**config.mk**
```make
export PLATFORM = sky130hd
export DESIGN_NAME = sbf_ram
export DESIGN_NICKNAME = d
export VERILOG_FILES = /design/src/sv/shrinking_box_edge_bias_flagger_core_defines.svh /design/src/sv/sbf_pkg.sv /design/src/sv/sbf_ram.sv
export SDC_FILE = /design/constraint.sdc
export NUM_CORES = 1
export LEC_CHECK = 0
export BUFFER_PORTS_ARGS = -buffer_cell sky130_fd_sc_hd__buf_2
export CAP_MARGIN = 20
export CORE_MARGIN = 10
export CORE_UTILIZATION = 60
export DETAILED_ROUTE_END_ITERATION = 16
export GPL_ROUTABILITY_DRIVEN = 0
export PLACE_DENSITY = 0.78
export SLEW_MARGIN = 20
export SYNTH_ARGS = -nofsm -noshare
export SYNTH_HDL_FRONTEND = slang
export SYNTH_SLANG_ARGS = --single-unit
```
**constraint.sdc**
```tcl
create_clock -name clk -period 10 [get_ports clk]
set_input_delay 2 -clock clk [delete_from_list [all_inputs] [get_ports clk]]
set_output_delay 2 -clock clk [all_outputs]
set_load 0.05 [all_outputs]
```
**src/sv/shrinking_box_edge_bias_flagger_core_defines.svh**
```systemverilog
// ----------------------------------------------------------------------------
// Shrinking box edge bias flagger defines
// Assertion macros for the core module of the block.
// ----------------------------------------------------------------------------
`ifndef SHRINKING_BOX_EDGE_BIAS_FLAGGER_CORE_DEFINES_SVH
`define SHRINKING_BOX_EDGE_BIAS_FLAGGER_CORE_DEFINES_SVH

// Same-cycle implication, quiet during reset.
`define SBF_ASSERT_SAME(label, clk, rst, ante, cons, msg) \
  label: assert property (@(posedge clk) disable iff (rst) (ante) |-> (cons)) \
    else $error(msg);

// Next-cycle implication, quiet during reset.
`define SBF_ASSERT_NEXT(label, clk, rst, ante, cons, msg) \
  label: assert property (@(posedge clk) disable iff (rst) (ante) |=> (cons)) \
    else $error(msg);

`endif

```
**src/sv/sbf_pkg.sv**
```systemverilog
// ----------------------------------------------------------------------------
// Shrinking box edge bias flagger package
// Shared constants, command codes and register indexes.
// ----------------------------------------------------------------------------
`default_nettype none

package sbf_pkg;

  localparam int PHASE_COUNT_DEF = 16;
  localparam int COORD_WIDTH_DEF = 32;

  localparam int CMD_W       = 2;
  localparam int PHASE_W     = 4;
  localparam int SIDE_COUNT  = 6;
  localparam int SIDE_IDX_W  = 3;
  localparam int FLAT_SIDES  = 4;
  localparam int REG_COUNT   = 8;
  localparam int APB_DATA_W  = 32;
  localparam int APB_ADDR_W  = $clog2(REG_COUNT) + 2;

  typedef enum logic [CMD_W-1:0] {
    CMD_RESTART = 2'd0,
    CMD_SHRINK  = 2'd1,
    CMD_TEST    = 2'd2
  } cmd_t;

  typedef enum logic [$clog2(REG_COUNT)-1:0] {
    REG_INIT_X_LOW  = 3'd0,
    REG_INIT_X_HIGH = 3'd1,
    REG_INIT_Y_LOW  = 3'd2,
    REG_INIT_Y_HIGH = 3'd3,
    REG_INIT_Z_LOW  = 3'd4,
    REG_INIT_Z_HIGH = 3'd5,
    REG_BY_PHASE    = 3'd6,
    REG_FLAT        = 3'd7
  } reg_idx_t;

endpackage

`default_nettype wire

```
**src/sv/sbf_ram.sv**
```systemverilog
// ----------------------------------------------------------------------------
// Generic RAM
// One write port and one read port with a registered read.
// ----------------------------------------------------------------------------
`default_nettype none

module sbf_ram #(
  parameter int WIDTH = sbf_pkg::COORD_WIDTH_DEF,
  parameter int DEPTH = sbf_pkg::PHASE_COUNT_DEF,
  localparam int AW   = (DEPTH > 1) ? $clog2(DEPTH) : 1
) (
  input  logic             clk,
  input  logic             we,
  input  logic [AW-1:0]    waddr,
  input  logic [WIDTH-1:0] wdata,
  input  logic             re,
  input  logic [AW-1:0]    raddr,
  output logic [WIDTH-1:0] rdata
);

  logic [WIDTH-1:0] mem [DEPTH];

  // A read at the address being written returns the old contents.
  always_ff @(posedge clk) begin
    if (we) begin
      mem[waddr] <= wdata;
    end
    if (re) begin
      rdata <= mem[raddr];
    end
  end

endmodule

`default_nettype wire

```
==> metrics.yaml <==
dieArea_sq_um: 41400
drtIter0Drc: 1054
switchingPower_uw: 963
combPwrFrac: 0.054
post_cts_buffers: 0
post_drt_wl_per_cell_um: 30.3
viasPerCell: 6.58
start_kind: "input port"
holdCritPathClass: "flip-flop to flip-flop"
cts-resized-gates: 0
clk_pin_slew_worst_paths_ps: 70
synth_xor_xnor_area_share: 0
die_w_um: 203
numPortBuffers: 74
antenna_found_initial: 5
cp-end-kind: "flip-flop"
critPathKind: "input port to flip-flop"
synth_adder_area_share: 0
cts_tree: "yes"
cts_buffer_depth: 3
rsz0062_at_grt: "false"
fp.dieH_um: 203
drv_cap: 0
internal-power_uw: 3770
cts-buffers-inserted: 51
final-setup-viol-count: 0
ys_types: 17
syn_area_per_cell_sq_um: 24.1
yosys_warnings: 0
synth_flop_cell: "edfxtp_1"
htree_levels: 2
hold_violations: 0
synth_top_family_by_area: "multiplexers"
cts_hold_buf: 0
dp_hpwl_mm: 20.6
synth_mux_area_frac: 0.143
nets: 987
clk_latency_ps: 550
postLayoutSetupSlackWorst_ps: 5810
synth-simple-area-share: 0.0125
overflow: 0
p_leak_uw: 0.00729
ir_drop_mv: 0.152
fin_skew_ps: 7.40
seq_power_share: 0.546
synth_edf_count: 544
period_needed_ps: 4190
ys_async_sr_fraction: 0
slew_violations: 0
fin_crit_sh: 0.419
crit_arrival_ps: 4480
tns_ps: 0
layout-drive-gt1-share: 0.317
pwr-share-clk: 0.400
yosysSeqAreaShare: 0.810
swShare: 0.203
grt_max_degree: 67
start_util: 0.605
status: "complete, no violations"
cts_root_buf: "clkbuf_16"
grt_pass1_vias: 10000
ios: 75
syn-cell-area_sq_um: 20200
critPathRequiredTime_ps: 10290
netlist_instances: 838
synth_compound_gate_area_share: 0.0238
rows: 67
area_growth_syn_to_layout_pct: 13.2
power.density_nw_per_um2: 207
vias: 9456
track_usage: 0.212
cp_max_fo: 65
dr.pass1.iters: 5
ys_seq_elements: 544
wl_mm: 43.5
relSlewSlack: 0.230
grt_pass1_wl_mm: 64.5
drc: 0
synth_fp_nets: 881
core_area_sq_um: 33400
tightest_slew_ps: 1150
preCtsSetupSlack_ps: 5300
fmax_mhz: 239
ant_nets: 0
cts.sinks: 544
worst max-delay path, cell delays in order:
cell	delay, ps
buf_4	700
buf_4	870
mux4_2	440
a22oi_1	270
nand2_1	100
flip-flops by register name, summed over array words and instances (netlist names):
register  cells
rdata        32
mem         512
per-layer routing:
layer,global-route usage,vias up,share of wire
met5,0,-,0
met4,0.0698,0,0.030
met3,0.0573,94,0.11
met2,0.322,582,0.47
met1,0.297,4959,0.39
li1,-,3821,-
cell families after synthesis:
family	after synthesis
DFF	544
and+or+nand+nor	59
muxes	128
buffers and inverters	43
AOI/OAI and AO/OA	64
stage by stage:
step	instance area [sq um]	cells	power, uW	hold slack [ps]	utilization
after CTS	22800	1430	4760	743	0.684
after global placement	21200	1339	2880	724	0.635
after floorplan	20200	838	2790	710	-
final	22800	1436	4730	740	0.685
after global routing	22800	1433	4860	769	0.685
after detailed placement	21200	1339	2890	732	0.635
power groups by stage:
stage          logic, uW  clock network [uW]  registers (uW)
2_1_floorplan        123                   0            2670
3_3_place_gp         246                   0            2630
3_5_place_dp         253                   0            2630
4_1_cts              256                1920            2590
5_1_grt              271                2000            2590
6_report             254                1890            2590
final cells by class:
| type | instances | area [sq um] |
|---|---|---|
| antenna | 6 | 15.0 |
| timing repair buffer | 96 | 547 |
| multi-input combinational | 251 | 3750 |
| clock inverter | 29 | 279 |
| fill | 2009 | 10500 |
| clock buffer | 62 | 1360 |
| tap | 448 | 561 |
| sequential | 544 | 16300 |
cells in the final DEF, fill, tap and decap left out, drive strengths merged, types with 4 or more instances in the layout:
cell type and count:
buf 95, clkinv 23, bufinv 6, a22oi 64, clkbuf 63, mux4 128, diode 6, nor2 13
edfxtp 544, nand2 33, nor3 4
final timing paths:
| kind | slack [ps] | cells after the start | to | from |
|---|---|---|---|---|
| hold reg to reg | 740 | 3 | rdata[21] | mem[14][21] |
| setup reg to reg | 8470 | 3 | rdata[5] | mem[3][5] |
| hold / removal | 740 | 3 | rdata[21] | mem[14][21] |
| setup / recovery | 5810 | 5 | rdata[19] | raddr[1] |
cells in the mapped netlist, drive strengths merged, types with 2 or more instances:
| cell type | instances | area [sq um] |
|---|---|---|
| a22oi | 64 | 480 |
| buf | 26 | 159 |
| clkbuf | 17 | 63.8 |
| edfxtp | 544 | 16300 |
| mux4 | 128 | 2880 |
| nand2 | 33 | 124 |
| nand2b | 2 | 12.5 |
| nand3b | 2 | 15.0 |
| nor2 | 13 | 48.8 |
| nor2b | 2 | 12.5 |
| nor3 | 4 | 20.0 |
(Power assumes the default switching activity.)
